[src/rtl/core/urb_pkg.sv]
// ----------------------------------------------------------------------------
// UART ring buffer engine package
// Ring sizes, request and status codes, item and result types.
// ----------------------------------------------------------------------------
package urb_pkg;

    // Ring geometry
    localparam int RING_DEPTH = 64;
    localparam int PTR_SPAN   = 2 * RING_DEPTH;
    localparam int PTR_W      = $clog2(PTR_SPAN);
    localparam int ADDR_W     = $clog2(RING_DEPTH);
    localparam int DATA_W     = 8;
    localparam int LEVEL_W    = 7;
    localparam int OVR_W      = 16;

    localparam logic [PTR_W-1:0] PTR_LAST   = PTR_W'(PTR_SPAN - 1);
    localparam logic [PTR_W-1:0] LVL_FULL   = PTR_W'(RING_DEPTH);
    localparam logic [PTR_W-1:0] LVL_NFULL  = PTR_W'(RING_DEPTH - 1);
    localparam logic [PTR_W-1:0] LVL_ONE    = PTR_W'(1);
    localparam logic [OVR_W-1:0] OVR_MAX    = '1;

    // Request codes
    localparam logic [2:0] REQ_SERVICE = 3'd0;
    localparam logic [2:0] REQ_TX_WR   = 3'd1;
    localparam logic [2:0] REQ_RX_RD   = 3'd2;
    localparam logic [2:0] REQ_OPEN    = 3'd3;
    localparam logic [2:0] REQ_CLOSE   = 3'd4;

    // Status codes
    localparam logic [1:0] ST_OK           = 2'd0;
    localparam logic [1:0] ST_NOT_OPEN     = 2'd1;
    localparam logic [1:0] ST_ALREADY_OPEN = 2'd2;
    localparam logic [1:0] ST_WOULD_BLOCK  = 2'd3;

    typedef struct packed {
        logic [2:0]        req_type;
        logic              line_dr;
        logic              line_thre;
        logic              line_oe;
        logic [DATA_W-1:0] rx_data;
        logic [DATA_W-1:0] tx_data;
    } t_req;

    typedef struct packed {
        logic [1:0]         status;
        logic [DATA_W-1:0]  rx_byte_out;
        logic               rbr_taken;
        logic               thr_write;
        logic [DATA_W-1:0]  thr_data;
        logic               ier_rx_enable;
        logic               ier_tx_enable;
        logic [OVR_W-1:0]   overruns;
        logic [LEVEL_W-1:0] rx_level;
        logic [LEVEL_W-1:0] tx_level;
    } t_result;

    // Ring command from the controller
    typedef struct packed {
        logic push;
        logic pop;
        logic clear;
    } t_ring_cmd;

    // Ring occupancy seen by the controller
    typedef struct packed {
        logic             full;
        logic             near_full;
        logic             empty;
        logic             near_empty;
        logic [PTR_W-1:0] level;
    } t_ring_stat;

endpackage

[src/rtl/core/uart_rx_tx_ring_buffer_engine_top.sv]
// ----------------------------------------------------------------------------
// UART ring buffer engine
// Receive and transmit byte rings with interrupt enables and overrun count.
// ----------------------------------------------------------------------------
// Usage:
//   Drive an item on i_req and raise start; it is taken at any rising edge
//   where start is high and busy is low. busy stays low, so an item may be
//   issued in every cycle.
//   Each item gives one result on o_result, marked by o_done for exactly one
//   cycle, registered at the accepting edge. Throughput is one item per
//   cycle; the result is registered, and the registered read port of the
//   ring stores supplies popped bytes in the result cycle.
//   Levels, enables and the overrun count in a result are the state left
//   after that item.
//   The result receiver cannot stall: o_done is a strobe and must be taken
//   in the cycle it appears.
//   Synchronous reset (i_rst_n low) closes the engine, empties both rings,
//   clears the enables and the overrun count. The byte stores are not
//   cleared; only bytes pushed earlier are ever read back.
// ----------------------------------------------------------------------------
module uart_rx_tx_ring_buffer_engine_top (
    input  logic             i_clk,
    input  logic             i_rst_n,
    input  logic             start,
    output logic             busy,
    input  urb_pkg::t_req    i_req,
    output logic             o_done,
    output urb_pkg::t_result o_result
);

    logic                       accept;
    urb_pkg::t_ring_cmd         rx_cmd, tx_cmd;
    urb_pkg::t_ring_stat        rx_stat, tx_stat;
    logic [urb_pkg::DATA_W-1:0] rx_rdata, tx_rdata;
    logic [1:0]                 status;
    logic                       rbr_taken, thr_write, rx_popped;
    logic                       rx_en, tx_en;
    logic [urb_pkg::OVR_W-1:0]  overruns;

    // Take an item in every cycle
    assign busy   = 1'b0;
    assign accept = start & ~busy;

    urb_ctrl u_ctrl (
        .i_clk       (i_clk),
        .i_rst_n     (i_rst_n),
        .i_accept    (accept),
        .i_req       (i_req),
        .i_rx_stat   (rx_stat),
        .i_tx_stat   (tx_stat),
        .o_rx_cmd    (rx_cmd),
        .o_tx_cmd    (tx_cmd),
        .o_done      (o_done),
        .o_status    (status),
        .o_rbr_taken (rbr_taken),
        .o_thr_write (thr_write),
        .o_rx_popped (rx_popped),
        .o_rx_en     (rx_en),
        .o_tx_en     (tx_en),
        .o_overruns  (overruns)
    );

    urb_ring u_rx_ring (
        .i_clk   (i_clk),
        .i_rst_n (i_rst_n),
        .i_cmd   (rx_cmd),
        .i_wdata (i_req.rx_data),
        .o_stat  (rx_stat),
        .o_rdata (rx_rdata)
    );

    urb_ring u_tx_ring (
        .i_clk   (i_clk),
        .i_rst_n (i_rst_n),
        .i_cmd   (tx_cmd),
        .i_wdata (i_req.tx_data),
        .o_stat  (tx_stat),
        .o_rdata (tx_rdata)
    );

    // Assemble the result from registered flags and post-item state
    always_comb begin
        o_result.status        = status;
        o_result.rx_byte_out   = rx_popped ? rx_rdata : '0;
        o_result.rbr_taken     = rbr_taken;
        o_result.thr_write     = thr_write;
        o_result.thr_data      = thr_write ? tx_rdata : '0;
        o_result.ier_rx_enable = rx_en;
        o_result.ier_tx_enable = tx_en;
        o_result.overruns      = overruns;
        o_result.rx_level      = urb_pkg::LEVEL_W'(rx_stat.level);
        o_result.tx_level      = urb_pkg::LEVEL_W'(tx_stat.level);
    end

endmodule

[src/rtl/core/urb_ram.sv]
// ----------------------------------------------------------------------------
// Generic RAM
// One write port and one read port with registered read data.
// ----------------------------------------------------------------------------
module urb_ram #(
    parameter int WIDTH = 8,
    parameter int DEPTH = 64
) (
    input  logic                     i_clk,
    input  logic                     i_we,
    input  logic [$clog2(DEPTH)-1:0] i_waddr,
    input  logic [WIDTH-1:0]         i_wdata,
    input  logic                     i_re,
    input  logic [$clog2(DEPTH)-1:0] i_raddr,
    output logic [WIDTH-1:0]         o_rdata
);

    logic [WIDTH-1:0] r_mem [DEPTH];
    logic [WIDTH-1:0] r_rdata;

    // Write and registered read
    always_ff @(posedge i_clk) begin
        if (i_we) begin
            r_mem[i_waddr] <= i_wdata;
        end
        if (i_re) begin
            r_rdata <= r_mem[i_raddr];
        end
    end

    assign o_rdata = r_rdata;

endmodule

[src/rtl/core/urb_ring.sv]
// ----------------------------------------------------------------------------
// Byte ring
// Head and tail pointers over twice the depth, occupancy flags, byte store.
// ----------------------------------------------------------------------------
module urb_ring (
    input  logic                      i_clk,
    input  logic                      i_rst_n,
    input  urb_pkg::t_ring_cmd        i_cmd,
    input  logic [urb_pkg::DATA_W-1:0] i_wdata,
    output urb_pkg::t_ring_stat       o_stat,
    output logic [urb_pkg::DATA_W-1:0] o_rdata
);

    logic [urb_pkg::PTR_W-1:0]  r_head, r_tail;
    logic [urb_pkg::PTR_W-1:0]  n_head, n_tail;
    logic [urb_pkg::PTR_W:0]    wrap_sum;
    logic [urb_pkg::PTR_W-1:0]  level;
    logic [urb_pkg::ADDR_W-1:0] head_slot, tail_slot;

    // Occupancy: tail minus head modulo the pointer span
    always_comb begin
        wrap_sum = {1'b0, r_tail} + (urb_pkg::PTR_W + 1)'(urb_pkg::PTR_SPAN)
                   - {1'b0, r_head};
        if (r_tail >= r_head) begin
            level = r_tail - r_head;
        end else begin
            level = wrap_sum[urb_pkg::PTR_W-1:0];
        end
    end

    always_comb begin
        o_stat.level      = level;
        o_stat.full       = (level == urb_pkg::LVL_FULL);
        o_stat.near_full  = (level == urb_pkg::LVL_NFULL);
        o_stat.empty      = (level == '0);
        o_stat.near_empty = (level == urb_pkg::LVL_ONE);
    end

    // Map pointers onto store slots
    always_comb begin
        if (r_head >= urb_pkg::LVL_FULL) begin
            head_slot = urb_pkg::ADDR_W'(r_head - urb_pkg::LVL_FULL);
        end else begin
            head_slot = urb_pkg::ADDR_W'(r_head);
        end
        if (r_tail >= urb_pkg::LVL_FULL) begin
            tail_slot = urb_pkg::ADDR_W'(r_tail - urb_pkg::LVL_FULL);
        end else begin
            tail_slot = urb_pkg::ADDR_W'(r_tail);
        end
    end

    // Advance or clear the pointers
    always_comb begin
        n_head = r_head;
        n_tail = r_tail;
        if (i_cmd.clear) begin
            n_head = '0;
            n_tail = '0;
        end else begin
            if (i_cmd.push) begin
                n_tail = (r_tail == urb_pkg::PTR_LAST) ? '0 : r_tail + 1'b1;
            end
            if (i_cmd.pop) begin
                n_head = (r_head == urb_pkg::PTR_LAST) ? '0 : r_head + 1'b1;
            end
        end
    end

    always_ff @(posedge i_clk) begin
        if (!i_rst_n) begin
            r_head <= '0;
            r_tail <= '0;
        end else begin
            r_head <= n_head;
            r_tail <= n_tail;
        end
    end

    urb_ram #(
        .WIDTH (urb_pkg::DATA_W),
        .DEPTH (urb_pkg::RING_DEPTH)
    ) u_store (
        .i_clk   (i_clk),
        .i_we    (i_cmd.push),
        .i_waddr (tail_slot),
        .i_wdata (i_wdata),
        .i_re    (i_cmd.pop),
        .i_raddr (head_slot),
        .o_rdata (o_rdata)
    );

endmodule

[src/rtl/core/urb_ctrl.sv]
// ----------------------------------------------------------------------------
// Request controller
// Decodes one item, drives both rings, keeps flags, enables and overruns.
// ----------------------------------------------------------------------------
module urb_ctrl (
    input  logic                      i_clk,
    input  logic                      i_rst_n,
    input  logic                      i_accept,
    input  urb_pkg::t_req             i_req,
    input  urb_pkg::t_ring_stat       i_rx_stat,
    input  urb_pkg::t_ring_stat       i_tx_stat,
    output urb_pkg::t_ring_cmd        o_rx_cmd,
    output urb_pkg::t_ring_cmd        o_tx_cmd,
    output logic                      o_done,
    output logic [1:0]                o_status,
    output logic                      o_rbr_taken,
    output logic                      o_thr_write,
    output logic                      o_rx_popped,
    output logic                      o_rx_en,
    output logic                      o_tx_en,
    output logic [urb_pkg::OVR_W-1:0] o_overruns
);

    logic                      r_open, n_open;
    logic                      r_rx_en, n_rx_en;
    logic                      r_tx_en, n_tx_en;
    logic [urb_pkg::OVR_W-1:0] r_ovr, n_ovr;
    logic                      r_done;
    logic [1:0]                r_status, n_status;
    logic                      r_taken, r_thr_w, r_rx_pop;

    // Decode the item against the current ring occupancy
    always_comb begin
        n_open   = r_open;
        n_rx_en  = r_rx_en;
        n_tx_en  = r_tx_en;
        n_ovr    = r_ovr;
        n_status = urb_pkg::ST_OK;
        o_rx_cmd = '0;
        o_tx_cmd = '0;
        if (i_accept) begin
            unique case (i_req.req_type)
                urb_pkg::REQ_SERVICE: begin
                    if (!r_open) begin
                        n_status = urb_pkg::ST_NOT_OPEN;
                    end else begin
                        o_rx_cmd.push = i_req.line_dr & ~i_rx_stat.full;
                        o_tx_cmd.pop  = i_req.line_thre & ~i_tx_stat.empty;
                        // drop the enables when the rings end full or empty
                        if (i_rx_stat.full || (i_rx_stat.near_full && o_rx_cmd.push)) begin
                            n_rx_en = 1'b0;
                        end
                        if (i_tx_stat.empty || (i_tx_stat.near_empty && o_tx_cmd.pop)) begin
                            n_tx_en = 1'b0;
                        end
                        if (i_req.line_oe && (r_ovr != urb_pkg::OVR_MAX)) begin
                            n_ovr = r_ovr + 1'b1;
                        end
                    end
                end
                urb_pkg::REQ_TX_WR: begin
                    if (!r_open) begin
                        n_status = urb_pkg::ST_NOT_OPEN;
                    end else if (i_tx_stat.full) begin
                        n_status = urb_pkg::ST_WOULD_BLOCK;
                    end else begin
                        o_tx_cmd.push = 1'b1;
                        n_tx_en       = 1'b1;
                    end
                end
                urb_pkg::REQ_RX_RD: begin
                    if (!r_open) begin
                        n_status = urb_pkg::ST_NOT_OPEN;
                    end else begin
                        n_rx_en = 1'b1;
                        if (i_rx_stat.empty) begin
                            n_status = urb_pkg::ST_WOULD_BLOCK;
                        end else begin
                            o_rx_cmd.pop = 1'b1;
                        end
                    end
                end
                urb_pkg::REQ_OPEN: begin
                    if (r_open) begin
                        n_status = urb_pkg::ST_ALREADY_OPEN;
                    end else begin
                        o_rx_cmd.clear = 1'b1;
                        o_tx_cmd.clear = 1'b1;
                        n_rx_en        = 1'b1;
                        n_tx_en        = 1'b0;
                        n_open         = 1'b1;
                    end
                end
                urb_pkg::REQ_CLOSE: begin
                    if (!r_open) begin
                        n_status = urb_pkg::ST_NOT_OPEN;
                    end else begin
                        n_rx_en = 1'b0;
                        n_tx_en = 1'b0;
                        n_open  = 1'b0;
                    end
                end
                default: begin
                    n_status = urb_pkg::ST_OK;
                end
            endcase
        end
    end

    // Hold engine state
    always_ff @(posedge i_clk) begin
        if (!i_rst_n) begin
            r_open  <= 1'b0;
            r_rx_en <= 1'b0;
            r_tx_en <= 1'b0;
            r_ovr   <= '0;
            r_done  <= 1'b0;
        end else begin
            r_open  <= n_open;
            r_rx_en <= n_rx_en;
            r_tx_en <= n_tx_en;
            r_ovr   <= n_ovr;
            r_done  <= i_accept;
        end
    end

    // Register the per-item result flags
    always_ff @(posedge i_clk) begin
        r_status <= n_status;
        r_taken  <= o_rx_cmd.push;
        r_thr_w  <= o_tx_cmd.pop;
        r_rx_pop <= o_rx_cmd.pop;
    end

    assign o_done      = r_done;
    assign o_status    = r_status;
    assign o_rbr_taken = r_taken;
    assign o_thr_write = r_thr_w;
    assign o_rx_popped = r_rx_pop;
    assign o_rx_en     = r_rx_en;
    assign o_tx_en     = r_tx_en;
    assign o_overruns  = r_ovr;

endmodule

[config.mk]
export PLATFORM = sky130hd
export DESIGN_NAME = uart_rx_tx_ring_buffer_engine_top
export DESIGN_NICKNAME = d
export VERILOG_FILES = /design/src/rtl/core/urb_pkg.sv /design/src/rtl/core/uart_rx_tx_ring_buffer_engine_top.sv /design/src/rtl/core/urb_ram.sv /design/src/rtl/core/urb_ring.sv /design/src/rtl/core/urb_ctrl.sv
export SDC_FILE = /design/constraint.sdc
export NUM_CORES = 1
export LEC_CHECK = 0
export BUFFER_PORTS_ARGS = -buffer_cell sky130_fd_sc_hd__buf_2
export CAP_MARGIN = 10
export CORE_MARGIN = 2
export CORE_UTILIZATION = 30
export DETAILED_ROUTE_END_ITERATION = 8
export PLACE_DENSITY = 0.46
export SLEW_MARGIN = 20
export SYNTH_ARGS = -nofsm -noshare
export SYNTH_HDL_FRONTEND = slang
export SYNTH_SLANG_ARGS = --single-unit
[constraint.sdc]
create_clock -name i_clk -period 5.75 [get_ports i_clk]
set_input_delay 0.8625 -clock i_clk [delete_from_list [all_inputs] [get_ports i_clk]]
set_output_delay 0.8625 -clock i_clk [all_outputs]
set_load 0.1 [all_outputs]
Word level (Yosys, flattened, before mapping)
Memories as Yosys holds them, arrays and structs flattened. A register that Yosys moved wholly into a read port is not among the register bits.
Cells that the tools add are included.
Widths: inputs -> output; s select.

storage, ports and cells
  flip-flop bits (word level) = 53
  memories = 2
  logic and storage cells = 130
  input port bits = 25
  RAM bits = 1,024
  output and inout bits = 54

cells by class
  eq/ne operators = 21
  add/sub/neg operators = 15
  reductions and logical operators = 18
  bitwise gates (word level) = 5
  $lt $le $gt $ge = 6
  mux-type cells = 50

memories
  name                     depth  bits a word  read ports  clocked after Yosys merged registers in  wr ports  line           source
  u_rx_ring.u_store.r_mem  64     8            1           1                                        1         urb_ram.sv:18  logic [WIDTH-1:0] r_mem [DEPTH];
  u_tx_ring.u_store.r_mem  64     8            1           1                                        1         urb_ram.sv:18

operators with widths
  kind                   number
  $add 7x1->7 const B    6
  $eq 7x7->1 const B     6
  $mux 7                 6
  $ge 7x7->1 const B     4
  $sub 7x7->7            4
  $mux 1                 27
  $mux 6                 4
  $sub 6x1->6 const B    4
  $add 16x1->16 const B  1
  $mux 8                 2
  $ne 16x16->1 const B   1
  $ge 7x7->1             2
  $logic_not 7->1        2
  $ne 2x1->1 const B     6
  $mux 2                 5
  $pmux 1 s4             2
  $pmux 2 s4             1
  $reduce_and 8->1       1
  $reduce_bool 4->1      2
  $eq 7x1->1 const B     1
  $eq 7x6->1 const B     1
  $reduce_and 7->1       1
  $eq 3x2->1 const B     2
  $mux 3                 2
  other kinds (13)       22

Longest topological paths before layout
  depth in word-level cells = 11
  mapped depth = 14
  depth with buffers taken out = 11

Hierarchy
From an unflattened synthesis, not the netlist that was laid out.

second synthesis, totals
  cells, all modules = 2,272
  area total of the unflattened synthesis = 43,919.6 um2

modules (own cells, without submodules)
  module                             cells each  instances  area an instance (um2)  sequential area each (um2)
  urb_ram                            940         2          20,246.9                15,615.0
  urb_ctrl                           142         1          1,352.5                 500.5
  urb_ring at u_tx_ring              119         1          1,007.2                 280.3
  urb_ring at u_rx_ring              109         1          924.6                   280.3
  uart_rx_tx_ring_buffer_engine_top  22          1          141.4                   0.0

Least setup slack after synthesis
Ideal clock, no wire load.

  path type = register to register
  from = reg u_tx_ring.r_head[1] (netlist name)
  to = mem u_tx_ring.u_store.r_mem[29][0] (enable)
  path buffers = 5
  stages on the path, launching flop included = 14
  slack = 0.252 ns
  data required time = 5.355 ns
  library setup time = 0.395 ns
  period minus slack after synthesis = 5.498 ns
  arrival time = 5.103 ns
  path through = dfxtp_1 -> clkbuf_1 -> clkbuf_1 -> clkbuf_1 -> inv_1 -> ha_1 -> nand2b_1 -> a21oi_1 -> xor2_1 -> nor4_2 -> a311o_1 -> buf_2 -> buf_2 -> nor4_1

RTL lines
  what                      line            source
  start: declaration        urb_ring.sv:14  logic [urb_pkg::PTR_W-1:0] r_head, r_tail;
  start signal: assignment  urb_ring.sv:75  r_head <= n_head;
  end: declaration          urb_ram.sv:18

Worst setup path in the final report
  from = reg u_tx_ring.r_tail[0] (netlist name)
  to = mem u_tx_ring.u_store.r_mem[59][7] (enable)

between the ends
  longest elaborated chain between the ends = 10
  elaborated cells on any way between the ends = 15
  those cells by class = add/sub (4); order compare (2); eq/ne (1); mux (8)

ends and longest elaborated chain
  what                          line            source
  start: declaration            urb_ring.sv:14
  start signal: assignment      urb_ring.sv:76  r_tail <= n_tail;
  $add 7x1->7                   urb_ring.sv:22  wrap_sum = {1'b0, r_tail} + (urb_pkg::PTR_W + 1)'(urb_pkg::PTR_SPAN)
  $sub 7x7->7                   urb_ring.sv:23  - {1'b0, r_head};
  $mux 7                        urb_ring.sv:24  if (r_tail >= r_head) begin
  $eq 7x7->1                    urb_ring.sv:33  o_stat.full = (level == urb_pkg::LVL_FULL);
  $mux 1                        urb_ctrl.sv:64  end else if (i_tx_stat.full) begin
  $mux 1                        urb_ctrl.sv:62  if (!r_open) begin
  $mux 1                        urb_ctrl.sv:42  unique case (i_req.req_type)
  $mux 3                        urb_ctrl.sv:41  if (i_accept) begin
  $mux 1                        urb_ram.sv:23   if (i_we) begin
  $mux 1 (implied by the code)  urb_ram.sv:24   r_mem[i_waddr] <= i_wdata;

Several ways; a longest one is shown, not always the timed one.

==> flow_summary_export.csv <==
group,metric,value,unit
outcome,outcome,"finished, violations left",
outcome,failed_checks,"DRC",
final_layout,layout_common_cells,"1,040 x sky130_fd_sc_hd__edfxtp_1, 336 x sky130_fd_sc_hd__mux4_2, 143 x sky130_fd_sc_hd__nor2_1",
synth,synth.net_count,2117,
synth,yosys.area_share.xor_xnor,0.384,%
critical_path,path_delay_family,"simple AND/OR/NAND/NOR gates",
power,swShare,20.4,%
synth,synth-simple-area-share,4.03,%
min_path,whs_endpoint,"u_ctrl.o_rx_en",
detailed_routing,num_vias,20900,
detailed_routing,avgRoutedWirePerCell,26.5,µm
power,power_frac_comb,1.3,%
global_route,track_usage,15.2,%
floorplan,floorplan.die_area,0.148,mm²
detailed_routing,detail-route-antenna-nets,0,
floorplan,floorplan.initialDensity,30.2,%
sta,worst_margin_slew,1.09,ns
synth,synth.mux.area_fraction,17.8,%
sta,final.setup.worst_slack,1.04,ns
detailed_routing,remaining_drc_errors,8,
floorplan,core_area,0.144,mm²
power,leakagePower,15.2,nW
sta,clock-skew-final,0.0284,ns
critical_path,rr_startpoint,"u_tx_ring.r_tail[0]",
flow_run,max_cap_viol_count,0,
critical_path,critical_path_s_largest_stage_delay,0.86,ns
sta,finalWorstPathRequiredPeriod,4.71,ns
clocking,holdBufCountCts,0,
synth,synthArstFlopShare,0,%
floorplan,floorplan.rows,139,
power,power_density,326,mW/mm²
sta,final_clock_period_utilization_by_the_worst_path,81.9,%
sta,final-hold-violation-count,0,
power,p_switching,3.33,mW
synth,post-synth-top-area-fraction,72.0,%
critical_path,required,6.09,ns
synth,synth_enable_flop_cells,1040,
detailed_routing,detail_route.first_pass.iterations,8,
synth,synth_flop_cell,"sky130_fd_sc_hd__edfxtp_1",
floorplan,dieWidth,384,µm
power,ir_drop,0.255,mV
power,share_clk_of_total_power,45.4,%
critical_path,cp_endpoint_kind,"flip-flop",
synth,synth.yosys.seq_area_share,74.4,%
detailed_routing,drtIter0Drc,1694,
clocking,cts_root_buffer,"sky130_fd_sc_hd__clkbuf_16",
global_route,number_of_global_route_vias_before_repair,21700,
synth,syn-cell-area,0.0434,mm²
critical_path,cp-start-kind,"flip-flop",
critical_path,critPathSlowestCell,"sky130_fd_sc_hd__or4_1",
synth,synth-warning-count,0,
placed_design,preCtsSetupSlack,1.15,ns
synth,synthesis.instances,2073,
clocking,clk_latency,0.73,ns
placed_design,buffer_ports.inserted,77,
synth,mean_cell_area_of_the_mapped_netlist,20.9,µm²
synth,synth_top_family_by_area,"multiplexers",
sta,maxSlewHeadroom,27.5,%
critical_path,critical_path_peak_fanout,22,
synth,synth_area_in_compound_gates,1.30,%
global_route,grt_pass1_wl,163000,µm
synth,synthAdderAreaFrac,0.606,%
power,seqPwrFrac,53.4,%
final_layout,layout_commonest_cell,"sky130_fd_sc_hd__edfxtp_1",
critical_path,r2r_setup_slack,1.04,ns
min_path,whs_path_depth,2,
synth,synthDistinctLibCells,62,
synth,yosys_register_bits,1093,
sta,timing.final.max_slew_violations,0,
critical_path,crit_path_cell_trace,"inv_1 > ha_1 > fa_1 > nor2b_1 > o22ai_1 > xnor2_1 > nor4_2 > buf_4 > a311o_1 > or4_1 > nor2_1",
clocking,post-cts-setup-buffer-count,0,
clocking,worst_setup_hold_path_clk_slew,0.06,ns
clocking,num_cts_buffers,116,
detailed_routing,routed_via_density,4.93,
global_route,grt-ovfl-total,0,
clocking,clkSinkCount,1093,
clocking,cts-htree-levels,3,
sta,max_clock_freq,212,MHz
min_path,startpoint_of_the_lowest_slack_hold_path,"u_ctrl.o_rx_en",
critical_path,arrival,5.04,ns
sta,fin_setup_tns,0,ns
floorplan,chipHeight,384,µm
final_layout,synthToLayoutAreaGrowth,15.4,%
clocking,clock_tree.buffer_depth,3,
power,power.internal,13.0,mW
critical_path,reg2reg_to,"u_tx_ring.u_store.r_mem[59][7]",
final_layout,nNetsFinal,2269,
synth,post-synth-top-area-cell,"sky130_fd_sc_hd__edfxtp_1",
floorplan,io-pin-count,79,
global_route,grt_start_max_net_pins,93,
critical_path,worst_r2r_path_depth,11,
min_path,timing.hold.worst.class,"reg2reg",
critical_path,critical_path_buf_inv_count,2,
global_route,grt_antenna_before_repair,7,
final_layout,final_layout_size_suffix_gt1_share,29.4,%
sta,report.final.setup_viol,0,
clocking,clock_tree_from_tritoncts,"yes",
placed_design,place.gp.congestion,0.834,
placed_design,place_hpwl,70100,µm
detailed_routing,total_wirelength_of_the_detailed_routed_design,112000,µm
critical_path,criticalPathCategory,"reg2reg",
synth,ys_top_cells_by_area,"sky130_fd_sc_hd__edfxtp_1 72%, sky130_fd_sc_hd__mux4_2 17%, sky130_fd_sc_hd__dfxtp_1 2.4%, sky130_fd_sc_hd__nor2_1 1.2%, sky130_fd_sc_hd__clkbuf_1 0.63%",
sta,grt_setup_unrepaired,"false",
clocking,cts.repair.resized,0,
[layer usage]
layer	wire length (µm)	GRT usage [%]	vias up
met5	44	0	-
met4	2020	2.99	6
met3	6720	3.55	151
met2	55600	25.2	562
met1	47800	20.5	11200
li1	-	-	8931
[worst reg2reg max path, cell delays in order, from the launching register on]
cell and delay [ns]:
sky130_fd_sc_hd__dfxtp_1 0.47, sky130_fd_sc_hd__inv_1 0.12, sky130_fd_sc_hd__ha_1 0.21, sky130_fd_sc_hd__fa_1 0.41, sky130_fd_sc_hd__nor2b_1 0.23, sky130_fd_sc_hd__o22ai_1 0.15
sky130_fd_sc_hd__xnor2_1 0.27, sky130_fd_sc_hd__nor4_2 0.07, sky130_fd_sc_hd__buf_4 0.16, sky130_fd_sc_hd__a311o_1 0.63, sky130_fd_sc_hd__or4_1 0.86, sky130_fd_sc_hd__nor2_1 0.76
[cells in the mapped netlist, types with 3 or more instances]
master / number
sky130_fd_sc_hd__and4_1: 5
sky130_fd_sc_hd__nor3b_1: 4
sky130_fd_sc_hd__clkbuf_1: 73
sky130_fd_sc_hd__nor2b_1: 3
sky130_fd_sc_hd__buf_2: 28
sky130_fd_sc_hd__nor3_1: 4
sky130_fd_sc_hd__mux2i_1: 13
sky130_fd_sc_hd__a31o_2: 4
sky130_fd_sc_hd__buf_4: 7
sky130_fd_sc_hd__xor2_1: 9
sky130_fd_sc_hd__inv_2: 4
sky130_fd_sc_hd__inv_1: 30
sky130_fd_sc_hd__nand3b_1: 5
sky130_fd_sc_hd__nand4_1: 15
sky130_fd_sc_hd__buf_1: 11
sky130_fd_sc_hd__o21ai_0: 15
sky130_fd_sc_hd__or3_1: 13
sky130_fd_sc_hd__nor2_1: 143
sky130_fd_sc_hd__and2_1: 35
sky130_fd_sc_hd__dfxtp_1: 53
sky130_fd_sc_hd__nand3_1: 27
sky130_fd_sc_hd__and3_1: 10
sky130_fd_sc_hd__xnor2_1: 10
sky130_fd_sc_hd__a21boi_0: 8
sky130_fd_sc_hd__o211ai_1: 3
sky130_fd_sc_hd__or4_1: 8
sky130_fd_sc_hd__edfxtp_1: 1040
sky130_fd_sc_hd__or3b_2: 3
sky130_fd_sc_hd__nand2_1: 48
sky130_fd_sc_hd__o21a_1: 4
sky130_fd_sc_hd__mux4_2: 336
sky130_fd_sc_hd__nor4_1: 18
sky130_fd_sc_hd__a211oi_1: 6
sky130_fd_sc_hd__nand2b_1: 8
sky130_fd_sc_hd__ha_1: 17
sky130_fd_sc_hd__a21oi_1: 22
[logic make-up after synthesis]
| logic type | after synthesis |
|---|---|
| simple gates | 354 |
| mux | 350 |
| flops | 1093 |
| fa+ha+maj | 20 |
| xor+xnor | 19 |
| compound gates | 82 |
| other cells | 1 |
| buf+inv | 154 |
[power groups by stage]
stage	Combinational, mW	Clock, mW	Sequential [mW]
2_1_floorplan	0.0283	0	8.88
3_3_place_gp	0.213	0	8.88
3_5_place_dp	0.216	0	8.88
4_1_cts	0.214	7.59	8.71
5_1_grt	0.224	7.91	8.70
6_report	0.205	7.40	8.71
[sequential cells by signal, indices dropped and copies added (netlist names)]
name	cells
u_ctrl.o_done	1
u_ctrl.o_tx_en	1
u_rx_ring.u_store.r_mem	512
u_tx_ring.u_store.r_mem	512
u_ctrl.o_rx_popped	1
u_ctrl.o_overruns	16
u_tx_ring.r_tail	7
u_ctrl.r_open	1
u_tx_ring.r_head	7
u_ctrl.o_rbr_taken	1
u_ctrl.o_rx_en	1
u_rx_ring.r_head	7
u_rx_ring.r_tail	7
u_tx_ring.u_store.o_rdata	8
u_rx_ring.u_store.o_rdata	8
u_ctrl.o_status	2
u_ctrl.o_thr_write	1
[worst max-delay path by stage]
stage                              startpoint                              to  slack (ns)  depth (start not counted)
after floorplan           u_tx_ring.r_head[1]  u_tx_ring.u_store.r_mem[29][0]        0.25                         13
after global placement    u_tx_ring.r_tail[0]  u_tx_ring.u_store.r_mem[28][2]        1.34                         11
after detailed placement  u_tx_ring.r_tail[0]  u_tx_ring.u_store.r_mem[59][6]        1.15                         11
after CTS                 u_tx_ring.r_tail[0]  u_tx_ring.u_store.r_mem[59][3]        1.15                         11
after global routing      u_tx_ring.r_tail[0]  u_tx_ring.u_store.r_mem[59][3]        0.88                         11
final                     u_tx_ring.r_tail[0]  u_tx_ring.u_store.r_mem[59][7]        1.04                         11
[cell type report]
| class | count | area [µm²] |
|---|---|---|
| timing repair buffer | 153 | 968 |
| sequential | 1093 | 32300 |
| antenna | 1 | 2.50 |
| inverter | 35 | 131 |
| multi-input combinational | 826 | 10500 |
| clock buffer | 143 | 3040 |
| clock inverter | 75 | 723 |
| fill | 13400 | 93600 |
| tap | 1903 | 2380 |
[stage by stage]
| stage | util (%) | hold WS, ns | power, mW | instance area (µm²) | cells |
|---|---|---|---|---|---|
| 5_1_grt | 34.8 | 0.471 | 16.8 | 50100 | 4228 |
| 4_1_cts | 34.8 | 0.447 | 16.5 | 50000 | 4228 |
| 2_1_floorplan | - | 0.439 | 8.91 | 43400 | 2073 |
| 6_report | 34.8 | 0.471 | 16.3 | 50100 | 4229 |
| 3_5_place_dp | 32.2 | 0.463 | 9.09 | 46300 | 4010 |
| 3_3_place_gp | 32.2 | 0.461 | 9.09 | 46300 | 4010 |
Power figures use the tool's default switching activity.
